**config.mk**
```make
export PLATFORM = sky130hd
export DESIGN_NAME = color_key_sprite_blitter
export DESIGN_NICKNAME = d
export VERILOG_FILES = /design/src/hdl/cksb_pkg.sv /design/src/hdl/cksb_cfg.sv /design/src/hdl/cksb_track.sv /design/src/hdl/cksb_emit.sv /design/src/hdl/color_key_sprite_blitter.sv
export VERILOG_INCLUDE_DIRS = /design/src /design/src/hdl
export SDC_FILE = /design/constraint.sdc
export NUM_CORES = 1
export LEC_CHECK = 0
export ABC_AREA = 1
export BUFFER_PORTS_ARGS = -buffer_cell sky130_fd_sc_hd__buf_2
export CAP_MARGIN = 10
export CELL_PAD_IN_SITES_DETAIL_PLACEMENT = 0
export CELL_PAD_IN_SITES_GLOBAL_PLACEMENT = 1
export CORE_MARGIN = 2
export CORE_UTILIZATION = 33
export CTS_CLUSTER_SIZE = 16
export DETAILED_ROUTE_END_ITERATION = 12
export GPL_TIMING_DRIVEN = 0
export HOLD_SLACK_MARGIN = 0.12
export PLACE_DENSITY = 0.68
export SKIP_LAST_GASP = 1
export SYNTH_ARGS = -nofsm -noshare
export SYNTH_HDL_FRONTEND = slang
export SYNTH_HIERARCHICAL = 1
export SYNTH_SLANG_ARGS = --single-unit
export TNS_END_PERCENT = 20
```
**constraint.sdc**
```tcl
create_clock -name i_clk -period 7.44 [get_ports i_clk]
set_input_delay 0.744 -clock i_clk [delete_from_list [all_inputs] [get_ports i_clk]]
set_output_delay 0.744 -clock i_clk [all_outputs]
set_load 0.05 [all_outputs]
```
**src/hdl/color_key_sprite_blitter_defines.svh**
```systemverilog
// ----------------------------------------------------------------------------
// Assertion macros for the color key sprite blitter
// Concurrent checks on i_clk, off while i_rst_n is low; empty in synthesis.
// ----------------------------------------------------------------------------
`ifndef COLOR_KEY_SPRITE_BLITTER_DEFINES_SVH
`define COLOR_KEY_SPRITE_BLITTER_DEFINES_SVH

`ifndef SYNTHESIS

`define CKSB_ASSERT(lbl, prop, msg) \
    lbl: assert property (@(posedge i_clk) disable iff (!i_rst_n) (prop)) else $error(msg);

`define CKSB_ASSERT_NEXT(lbl, ante, cons, msg) \
    lbl: assert property (@(posedge i_clk) disable iff (!i_rst_n) (ante) |=> (cons)) \
        else $error(msg);

`else

`define CKSB_ASSERT(lbl, prop, msg)

`define CKSB_ASSERT_NEXT(lbl, ante, cons, msg)

`endif

`endif

```
**src/hdl/cksb_pkg.sv**
```systemverilog
// ----------------------------------------------------------------------------
// cksb_pkg
// Item, configuration and stage types plus register index codes.
// ----------------------------------------------------------------------------
package cksb_pkg;

    localparam int CFG_IDX_W  = 3;
    localparam int CFG_DATA_W = 13;

    localparam logic [CFG_IDX_W-1:0] CFG_SCREEN_WIDTH  = 3'd0;
    localparam logic [CFG_IDX_W-1:0] CFG_SCREEN_HEIGHT = 3'd1;
    localparam logic [CFG_IDX_W-1:0] CFG_DEST_X        = 3'd2;
    localparam logic [CFG_IDX_W-1:0] CFG_DEST_Y        = 3'd3;
    localparam logic [CFG_IDX_W-1:0] CFG_IMAGE_WIDTH   = 3'd4;
    localparam logic [CFG_IDX_W-1:0] CFG_IMAGE_HEIGHT  = 3'd5;

    localparam logic [12:0] SCREEN_WIDTH_RST  = 13'd640;
    localparam logic [12:0] SCREEN_HEIGHT_RST = 13'd480;

    typedef struct packed {
        logic [7:0] src_blue;
        logic [7:0] src_green;
        logic [7:0] src_red;
        logic [7:0] src_alpha;
    } t_in;

    typedef struct packed {
        logic        write_enable;
        logic [23:0] pixel_index;
        logic [7:0]  out_blue;
        logic [7:0]  out_green;
        logic [7:0]  out_red;
        logic        image_done;
    } t_out;

    typedef struct packed {
        logic [12:0] screen_width;
        logic [12:0] screen_height;
        logic [11:0] dest_x;
        logic [11:0] dest_y;
        logic [12:0] image_width;
        logic [12:0] image_height;
    } t_cfg;

    // pixel after position tracking; x and y only matter when we is set
    typedef struct packed {
        logic        we;
        logic        done;
        logic [12:0] x;
        logic [12:0] y;
        logic [7:0]  blue;
        logic [7:0]  green;
        logic [7:0]  red;
    } t_mid;

    typedef struct packed {
        logic valid;
        t_mid data;
    } t_mid_bus;

endpackage

```
**src/hdl/cksb_cfg.sv**
```systemverilog
// ----------------------------------------------------------------------------
// cksb_cfg
// Configuration register file with a plain indexed write port.
// ----------------------------------------------------------------------------
module cksb_cfg (
    input  logic                             i_clk,
    input  logic                             i_rst_n,
    input  logic                             i_cfg_we,
    input  logic [cksb_pkg::CFG_IDX_W-1:0]   i_cfg_index,
    input  logic [cksb_pkg::CFG_DATA_W-1:0]  i_cfg_data,
    output cksb_pkg::t_cfg                   o_cfg
);

    cksb_pkg::t_cfg r_cfg;

    always_ff @(posedge i_clk) begin
        if (!i_rst_n) begin
            r_cfg.screen_width  <= cksb_pkg::SCREEN_WIDTH_RST;
            r_cfg.screen_height <= cksb_pkg::SCREEN_HEIGHT_RST;
            r_cfg.dest_x        <= '0;
            r_cfg.dest_y        <= '0;
            r_cfg.image_width   <= 13'd1;
            r_cfg.image_height  <= 13'd1;
        end else if (i_cfg_we) begin
            unique case (i_cfg_index)
                cksb_pkg::CFG_SCREEN_WIDTH:  r_cfg.screen_width  <= i_cfg_data;
                cksb_pkg::CFG_SCREEN_HEIGHT: r_cfg.screen_height <= i_cfg_data;
                cksb_pkg::CFG_DEST_X:        r_cfg.dest_x        <= i_cfg_data[11:0];
                cksb_pkg::CFG_DEST_Y:        r_cfg.dest_y        <= i_cfg_data[11:0];
                cksb_pkg::CFG_IMAGE_WIDTH:   r_cfg.image_width   <= i_cfg_data;
                cksb_pkg::CFG_IMAGE_HEIGHT:  r_cfg.image_height  <= i_cfg_data;
                default: ;
            endcase
        end
    end

    assign o_cfg = r_cfg;

endmodule

```
**src/hdl/cksb_track.sv**
```systemverilog
// ----------------------------------------------------------------------------
// cksb_track
// Column/row counters, clip and color key test, input register stage.
// ----------------------------------------------------------------------------
`include "color_key_sprite_blitter_defines.svh"

module cksb_track #(
    parameter int MAX_DIM = 4096
) (
    input  logic             i_clk,
    input  logic             i_rst_n,
    input  cksb_pkg::t_cfg   i_cfg,
    input  logic             i_in_valid,
    output logic             o_in_stall,
    input  cksb_pkg::t_in    i_in_data,
    output cksb_pkg::t_mid_bus o_mid,
    input  logic             i_take
);

    localparam int CW = $clog2(MAX_DIM);
    localparam int DW = $clog2(MAX_DIM + 1);
    localparam int WW = (DW > 13) ? DW : 13;
    localparam int XW = ((CW > 12) ? CW : 12) + 1;

    logic [CW-1:0]    r_col, n_col;
    logic [CW-1:0]    r_row, n_row;
    logic             r_valid, n_valid;
    cksb_pkg::t_mid   r_mid, n_mid;

    logic [WW-1:0]    w_clamp, h_clamp;
    logic [WW-1:0]    iw_ext, ih_ext;
    logic [WW-1:0]    col_next, row_next;
    logic [XW-1:0]    xs, ys;
    logic             last_col, last_row, on_screen, accept, can_load;

    always_comb begin
        iw_ext = WW'(i_cfg.image_width);
        ih_ext = WW'(i_cfg.image_height);
        if (iw_ext == '0) begin
            w_clamp = WW'(1);
        end else if (iw_ext > WW'(MAX_DIM)) begin
            w_clamp = WW'(MAX_DIM);
        end else begin
            w_clamp = iw_ext;
        end
        if (ih_ext == '0) begin
            h_clamp = WW'(1);
        end else if (ih_ext > WW'(MAX_DIM)) begin
            h_clamp = WW'(MAX_DIM);
        end else begin
            h_clamp = ih_ext;
        end
    end

    assign col_next = WW'(r_col) + WW'(1);
    assign row_next = WW'(r_row) + WW'(1);
    assign last_col = col_next >= w_clamp;
    assign last_row = row_next >= h_clamp;

    assign xs = XW'(i_cfg.dest_x) + XW'(r_col);
    assign ys = XW'(i_cfg.dest_y) + XW'(r_row);
    assign on_screen = (xs < XW'(i_cfg.screen_width)) && (ys < XW'(i_cfg.screen_height));

    assign can_load   = !r_valid || i_take;
    assign o_in_stall = !can_load;
    assign accept     = i_in_valid && can_load;

    always_comb begin
        n_mid.we    = on_screen && (i_in_data.src_alpha != 8'd0);
        n_mid.done  = last_col && last_row;
        n_mid.x     = xs[12:0];
        n_mid.y     = ys[12:0];
        n_mid.blue  = i_in_data.src_blue;
        n_mid.green = i_in_data.src_green;
        n_mid.red   = i_in_data.src_red;

        n_col = r_col;
        n_row = r_row;
        if (accept) begin
            if (last_col) begin
                n_col = '0;
                n_row = last_row ? '0 : r_row + 1'b1;
            end else begin
                n_col = r_col + 1'b1;
            end
        end

        if (accept) begin
            n_valid = 1'b1;
        end else if (i_take) begin
            n_valid = 1'b0;
        end else begin
            n_valid = r_valid;
        end
    end

    always_ff @(posedge i_clk) begin
        if (!i_rst_n) begin
            r_col   <= '0;
            r_row   <= '0;
            r_valid <= 1'b0;
        end else begin
            r_col   <= n_col;
            r_row   <= n_row;
            r_valid <= n_valid;
        end
    end

    always_ff @(posedge i_clk) begin
        if (accept) begin
            r_mid <= n_mid;
        end
    end

    assign o_mid.valid = r_valid;
    assign o_mid.data  = r_mid;

    `CKSB_ASSERT_NEXT(a_wrap_on_done, accept && n_mid.done, r_col == '0 && r_row == '0, "counters did not wrap after last pixel")
    `CKSB_ASSERT(a_take_needs_item, !i_take || r_valid, "item taken from empty stage")
    `CKSB_ASSERT_NEXT(a_hold_item, r_valid && !i_take, r_valid && $stable(r_mid), "held item lost or changed")

endmodule

```
**src/hdl/cksb_emit.sv**
```systemverilog
// ----------------------------------------------------------------------------
// cksb_emit
// Framebuffer index multiply-add, blanking of unwritten pixels, result register.
// ----------------------------------------------------------------------------
`include "color_key_sprite_blitter_defines.svh"

module cksb_emit (
    input  logic               i_clk,
    input  logic               i_rst_n,
    input  logic [12:0]        i_screen_width,
    input  cksb_pkg::t_mid_bus i_mid,
    output logic               o_take,
    output logic               o_out_valid,
    input  logic               i_out_stall,
    output cksb_pkg::t_out     o_out_data
);

    logic            r_out_valid, n_out_valid;
    cksb_pkg::t_out  r_out, n_out;
    logic [25:0]     idx;

    assign o_take = i_mid.valid && (!r_out_valid || !i_out_stall);
    assign idx    = ({13'd0, i_mid.data.y} * {13'd0, i_screen_width}) + {13'd0, i_mid.data.x};

    always_comb begin
        n_out.write_enable = i_mid.data.we;
        n_out.image_done   = i_mid.data.done;
        if (i_mid.data.we) begin
            n_out.pixel_index = idx[23:0];
            n_out.out_blue    = i_mid.data.blue;
            n_out.out_green   = i_mid.data.green;
            n_out.out_red     = i_mid.data.red;
        end else begin
            n_out.pixel_index = '0;
            n_out.out_blue    = '0;
            n_out.out_green   = '0;
            n_out.out_red     = '0;
        end

        if (o_take) begin
            n_out_valid = 1'b1;
        end else if (!i_out_stall) begin
            n_out_valid = 1'b0;
        end else begin
            n_out_valid = r_out_valid;
        end
    end

    always_ff @(posedge i_clk) begin
        if (!i_rst_n) begin
            r_out_valid <= 1'b0;
        end else begin
            r_out_valid <= n_out_valid;
        end
    end

    always_ff @(posedge i_clk) begin
        if (o_take) begin
            r_out <= n_out;
        end
    end

    assign o_out_valid = r_out_valid;
    assign o_out_data  = r_out;

    `CKSB_ASSERT_NEXT(a_take_loads, o_take, r_out_valid, "taken item not presented")
    `CKSB_ASSERT(a_blank_skip, !r_out_valid || r_out.write_enable || (r_out.pixel_index == '0 && r_out.out_blue == '0 && r_out.out_green == '0 && r_out.out_red == '0), "skipped pixel not blanked")

endmodule

```
**src/hdl/color_key_sprite_blitter.sv**
```systemverilog
// ----------------------------------------------------------------------------
// color_key_sprite_blitter
// Color key sprite blit with screen clipping, one source pixel per item.
// ----------------------------------------------------------------------------
// Source pixels arrive in raster order, one per item, and each gives one result:
// a write flag, the framebuffer index (screen y * screen_width + screen x) and the color,
// with the last pixel of the image flagged. Pixels with zero alpha or off screen
// are consumed but not written. Sustained rate is one item per clock while the
// output is not stalled. Items pass through the input register stage (counters,
// clip and key test) and the result register behind the 13x13 index multiply-add.
// Write configuration only while no items are in flight.
module color_key_sprite_blitter #(
    parameter int MAX_DIM = 4096
) (
    input  logic                             i_clk,
    input  logic                             i_rst_n,
    input  logic                             i_in_valid,
    output logic                             o_in_stall,
    input  cksb_pkg::t_in                    i_in_data,
    output logic                             o_out_valid,
    input  logic                             i_out_stall,
    output cksb_pkg::t_out                   o_out_data,
    input  logic                             i_cfg_we,
    input  logic [cksb_pkg::CFG_IDX_W-1:0]   i_cfg_index,
    input  logic [cksb_pkg::CFG_DATA_W-1:0]  i_cfg_data
);

    cksb_pkg::t_cfg     cfg;
    cksb_pkg::t_mid_bus mid;
    logic               take;

    cksb_cfg u_cfg (
        .i_clk       (i_clk),
        .i_rst_n     (i_rst_n),
        .i_cfg_we    (i_cfg_we),
        .i_cfg_index (i_cfg_index),
        .i_cfg_data  (i_cfg_data),
        .o_cfg       (cfg)
    );

    cksb_track #(
        .MAX_DIM (MAX_DIM)
    ) u_track (
        .i_clk      (i_clk),
        .i_rst_n    (i_rst_n),
        .i_cfg      (cfg),
        .i_in_valid (i_in_valid),
        .o_in_stall (o_in_stall),
        .i_in_data  (i_in_data),
        .o_mid      (mid),
        .i_take     (take)
    );

    cksb_emit u_emit (
        .i_clk          (i_clk),
        .i_rst_n        (i_rst_n),
        .i_screen_width (cfg.screen_width),
        .i_mid          (mid),
        .o_take         (take),
        .o_out_valid    (o_out_valid),
        .i_out_stall    (i_out_stall),
        .o_out_data     (o_out_data)
    );

endmodule
```
* Word level (Yosys, flattened, before mapping)
Index checks and enable logic that the tools add are counted.
** Operators by class
- $add $sub $neg :: 7
- Multiply operators :: 1
- Magnitude comparators :: 6
- Equal/unequal tests :: 6
- Multiplexer cells :: 10
- Reduce and logical (&&, ||, !) cells :: 23
** Operator list (number)
- 13-bit 2-to-1 mux :: 4
- 12-bit by 1-bit adder with 13-bit output, second input constant :: 2
- 12-bit by 12-bit adder with 13-bit output :: 2
- 13-bit greater-or-equal comparator :: 2
- 13-bit greater-than comparator, second input constant :: 2
- 13-bit zero test :: 2
- 13-bit less-than comparator :: 2
- 12-bit by 1-bit adder with 12-bit output, second input constant :: 2
- 24-bit by 13-bit adder with 24-bit output :: 1
- 13-bit by 13-bit multiplier with 24-bit output :: 1
- 12-bit 2-to-1 mux :: 2
- 2-bit AND reduction :: 7
- 8-bit nonzero test :: 1
- 3-bit by 2-bit equality test with 1-bit output, second input constant :: 2
- 3-bit equality test, second input constant :: 2
- 1-bit logical AND :: 5
- 1-bit zero test :: 4
- 1-bit 2-to-1 mux :: 4
- 3-bit by 1-bit equality test with 1-bit output, second input constant :: 1
- 3-bit zero test :: 1
- 1-bit logical OR :: 2
- 2-bit by 1-bit != test with 1-bit output, second input constant :: 1
- 2-bit nonzero test :: 1
** Storage, ports and cells
- Register bits :: 204
- Input port bits :: 53
- Output and inout port bits :: 52
- Logic and storage cells :: 76

* Logic depth before layout (Yosys ltp)
- Depth after elaboration :: 6
- Depth in mapped cells :: 27
- Mapped depth without buffers :: 26

* Modules after synthesis
Netlist, hierarchy kept.
** By module, submodules not included
- cksb_emit :: instances 1, cells each 1123, area an instance 8490.6 um2, seq. area each 1521.5 um2
- cksb_track :: instances 1, cells each 672, area an instance 5546.6 um2, seq. area each 2062.0 um2
- cksb_cfg :: instances 1, cells each 435, area an instance 3041.7 um2, seq. area each 1521.5 um2

* Worst setup path before layout
Ideal clock, no wire load.
- Path kind :: register -> register
- Start :: reg u_cfg.r_cfg, in the netlist u_cfg/o_cfg[74]
- End :: reg u_emit.r_out, in the netlist u_emit/o_out_data[42] (data pin)
- Library setup time :: 0.253 ns
- Arrival time :: 4.994 ns
- Data required time :: 7.187 ns
- Setup slack :: 2.193 ns
- Stages on the path, launching flop included :: 21
- Buffers on the path :: 1
- Clock period less this slack :: 5.247 ns
- Cell sequence :: dfxtp_1 -> clkbuf_1 -> nand2_1 -> fa_1 -> fa_1 -> inv_1 -> fa_1 -> fa_1 -> fa_1 -> inv_1 -> fa_1 -> inv_1 -> ha_1 -> nand2_1 -> inv_1 -> a21oi_2 -> inv_1 -> a21oi_1 -> nand2_1 -> nor2_1 -> nor2_1
** On the way
- Word-level cells in the longest chain between the ends :: 2
** Ends and longest elaborated chain
- from (decl) :: RTL line cksb_cfg.sv:14 : cksb_pkg::t_cfg r_cfg;
- 13-bit by 13-bit multiplier with 24-bit output :: RTL line cksb_emit.sv:23 : assign idx = ({13'd0, i_mid.data.y} * {13'd0, i_screen_width}) + {13'd0, i_mid.data.x};
- 24-bit by 13-bit adder with 24-bit output :: RTL line cksb_emit.sv:23
- to (signal assigned) :: RTL line cksb_emit.sv:59 : r_out <= n_out;
- to (decl) :: RTL line cksb_emit.sv:19 : cksb_pkg::t_out r_out, n_out;
No other way between the ends.
A chain may end at the register's enable or synchronous reset.

* Final worst setup path
- Start :: reg u_cfg.r_cfg, in the netlist u_cfg/o_cfg[74]
- End :: reg u_emit.r_out, in the netlist u_emit/o_out_data[44] (data pin)
Same word-level chain as after synthesis.

==> summary.txt <==
Status
  • Status: completed

Critical path
  • Slowest-stage cell, CP: clkbuf_1
  • CP max stage delay: around 550 ps
  • Critical Path Start: u_cfg/o_cfg[74]$_SDFFE_PN0P_
  • CP startpoint kind: flop
  • CP Depth: 21
  • Setup crit end kind: flop
  • Crit Path Max Fanout: 10
  • Crit Path Class: reg -> reg
  • Most used cell, CP: fa_1
  • Crit path buf inv count: 5
  • Reg2Reg Depth: 21
  • Critical path cell sequence: clkbuf_1 > nand2_1 > fa_1 > fa_1 > inv_1 > fa_1 > fa_1 > fa_1 > inv_1 > fa_1 > inv_1 > ha_1 > nand2_1 > inv_1 > nand2_1 > nor2_1 > nand4_1 > nand3_1 > nand2_1 > nand2_1 > nor2_1
  • CP Data Required Time: 7730 ps
  • Reg2reg start: u_cfg/o_cfg[74]$_SDFFE_PN0P_
  • Arrival time at the worst endpoint: 6360 ps
  • CP delay by family, top: adder cells
  • CP endpoint: u_emit/o_out_data[44]$_SDFFCE_PN0P_
  • R2R Setup Slk: about 1400 ps
  • Reg2reg end: u_emit/o_out_data[44]$_SDFFCE_PN0P_

CTS
  • Clock Sinks: just over 200
  • PostCTS Resize Cnt: 0
  • # H-tree levels: 1
  • Root Driver: clkbuf_16
  • TritonCTS clock tree: done
  • Setup bufs post-CTS: 0
  • Clk_lat worst skew: 550 ps
  • Reg clk slew, reported paths: roughly 60 ps
  • Total CTS buffers: 26
  • Hold-fix buffers, CTS: 0
  • Clock Path Buffers: 3

STA
  • Worst slew margin: approximately 40%
  • Period utilization: ~82%
  • Clock Skew: 18.69 ps
  • Final setup vio count: 0
  • Highest clock rate: between 150 and 200 MHz
  • Setup_tns: 0 ps
  • Pins Over Slew Limit: 0
  • RSZ-0062 raised after global routing: no
  • Post-layout min period: approximately 6100 ps
  • Worst hold slack: 373.1 ps
  • Final hold vios: 0
  • Worst slew pin tran: approximately 890 ps

Floorplan
  • Starting Density: between 30% and 40%
  • Top-level port count: ~110
  • Chip width: ~230 um
  • FP Rows: between 80 and 90
  • Core area: 51,200 um^2
  • DIE HEIGHT: between 200 and 250 um
  • Die area: ~54,000 um^2

Synth
  • Syn_nets: between 2,000 and 3,000
  • Most frequent cells after synthesis: nand2_1 (593), inv_1 (457), nor2_1 (244)
  • EDFF count, synth: 102
  • Synthesized flop and latch total: between 200 and 250
  • Largest area contributor in the netlist: edfxtp_1
  • Mapped Area: ~17,000 um^2
  • Number of library cell types mapped by synthesis: 40
  • Synthesized area per cell: 7.659 um^2
  • Register area share after synthesis: 29.89%
  • Fraction of registers with async set/reset: 0%
  • Post-Synthesis Cells: between 2,000 and 2,500
  • Top FF cell, synth: edfxtp_1
  • Share of the synthesized area in the top cell type: 17.93%
  • Most frequent cell after synthesis: nand2_1
  • Yosys warns: 6
  • Synth area leaders: edfxtp_1 (18%), fa_1 (15%), nand2_1 (13%)

Layout
  • Fillers: about 5,400
  • Share of cells above drive strength 1: under 10%
  • Non-Filler Cell Area, Final: roughly 19,000 um^2
  • Seq. cell area: between 5000 and 6000 um^2
  • Nets: about 2,700
  • Area taken by multi-input logic gates: roughly 10000 um^2
  • Area grow syn2layout: 13.60%
  • # diodes: 0

Global routing
  • Initial antenna violation count: 0
  • Pin count of the biggest net entering global routing: 62
  • First-pass GRT wire length: 72,950 um
  • Total grt overflow: 0
  • Global-route usage over all layers: between 15 and 20%
  • Vias in the first global route: 14,120

Min path
  • Worst min path class: in -> reg

Drt
  • DRC Markers: 0
  • ANT nets after route: 0
  • Vias/cell: roughly 4.6
  • DR pass1 iterations: 5
  • Post-Route WL: between 40,000 and 50,000 um
  • Detailed-route wire length per cell: 14.78 um
  • DR vias: around 14,000
  • Initial drt markers: ~770

Placement
  • Dpl cell area: about 19,000 um^2
  • RePlAce Congestion: 0.8360
  • Port bufs: approximately 100
  • Post-DP HPWL: 36,800 um

Run
  • Max-cap viol count: 0

Power
  • P per Cell Area: 208.5 nW/um^2
  • Maximum vdd drop: between 0.15 and 0.2 mV
  • Pleak: 10.34 nW
[cell type report]
type	instances	share of cell area, %
clock inverters	12	0.9480
clock buffers	35	3.682
inverters	458	8.861
multi-input cells	1503	51.22
well taps	680	4.385
plain buffers	65	1.709
repair buffers	106	2.889
flip-flops and latches	204	26.31
[stage by stage]
step | worst slack (ps) | total power [mW] | cells | util (%)
global route | 1062 | 4.349 | 3063 | 37.90
finish | 1375 | 4.045 | 3063 | 37.90
CTS | 1372 | 4.107 | 3063 | 37.90
floorplan | 2193 | 2.399 | 2230 | -
global placement | 74.52 | 2.752 | 3014 | 36.04
detailed placement | 1401 | 2.764 | 3016 | 36.14
[metal layers]
metal  vias to the layer above  global-route usage [%]  part of all wire, %  routed length (um)
met1                      6522                   22.28                   46               20770
li1                       7109                       -                    -                   -
met2                       270                   30.13                   48               21590
met5                         -                       0                    0                   0
met4                         0                   4.496                  2.7                1204
met3                        70                   1.981                  3.8                1725
[sequential cells by signal, summed over array words and instances, names as in the netlist]
name / flops
u_cfg/o_cfg: 76
u_track/o_mid: 52
u_emit/o_out_data: 50
u_track/r_col: 12
u_track/r_row: 12
u_emit/o_out_valid: 1
u_track/r_valid: 1
[where the power goes]
| part | total, mW | switching (mW) | internal [mW] |
|---|---|---|---|
| combinational | 1.38 | 0.941 | 0.442 |
| sequential | 1.35 | 0.0507 | 1.30 |
| clock | 1.31 | 0.501 | 0.814 |
| total | 4.05 | 1.49 | 2.55 |
[worst min-delay path by stage]
stage	from	endpoint	slack, ps	cells after the start
2_1_floorplan	u_track/o_mid[50]$_DFFE_PP_	u_emit/o_out_data[0]$_DFFE_PP_	400	0
6_report	i_in_data[16]	u_track/o_mid[8]$_DFFE_PP_	370	1
3_3_place_gp	u_track/o_mid[50]$_DFFE_PP_	u_emit/o_out_data[0]$_DFFE_PP_	410	0
3_5_place_dp	u_track/o_mid[50]$_DFFE_PP_	u_emit/o_out_data[0]$_DFFE_PP_	410	0
4_1_cts	i_in_data[16]	u_track/o_mid[8]$_DFFE_PP_	340	1
5_1_grt	i_in_data[26]	u_track/o_mid[18]$_DFFE_PP_	340	1
[cell usage in the layout, fill, tap and decap left out, types with 3 or more instances in the layout]
cell and n:
nor2_1 244, nor3_1 9, o21ai_0 28, inv_1 457
nor2_2 9, nand2_1 593, buf_1 3, clkbuf_8 3
bufinv_16 4, clkbuf_1 37, dfxtp_1 102, nand4_1 15
o211ai_1 3, a21boi_0 3, or2_2 3, fa_1 131
buf_2 120, clkbuf_16 26, ha_1 155, a21oi_1 65
buf_6 3, buf_4 12, mux2i_1 3, nor2_4 3
nand3_1 159, xnor2_1 10, nand2_2 7, edfxtp_1 102
xor2_1 27, clkinv_2 3, nor4_1 8, o21ai_1 10
[kinds of logic after synthesis]
family,after synthesis,synth area share (%)
adders and majority gates,286,26.71
buffers and inverters,523,11.99
DFF,204,29.89
muxes,3,0.1758
xor gates and xnor gates,40,2.183
and+or+nand+nor,1057,25.43
AOI/OAI and AO/OA,117,3.619
Power figures use the tool's default switching activity.
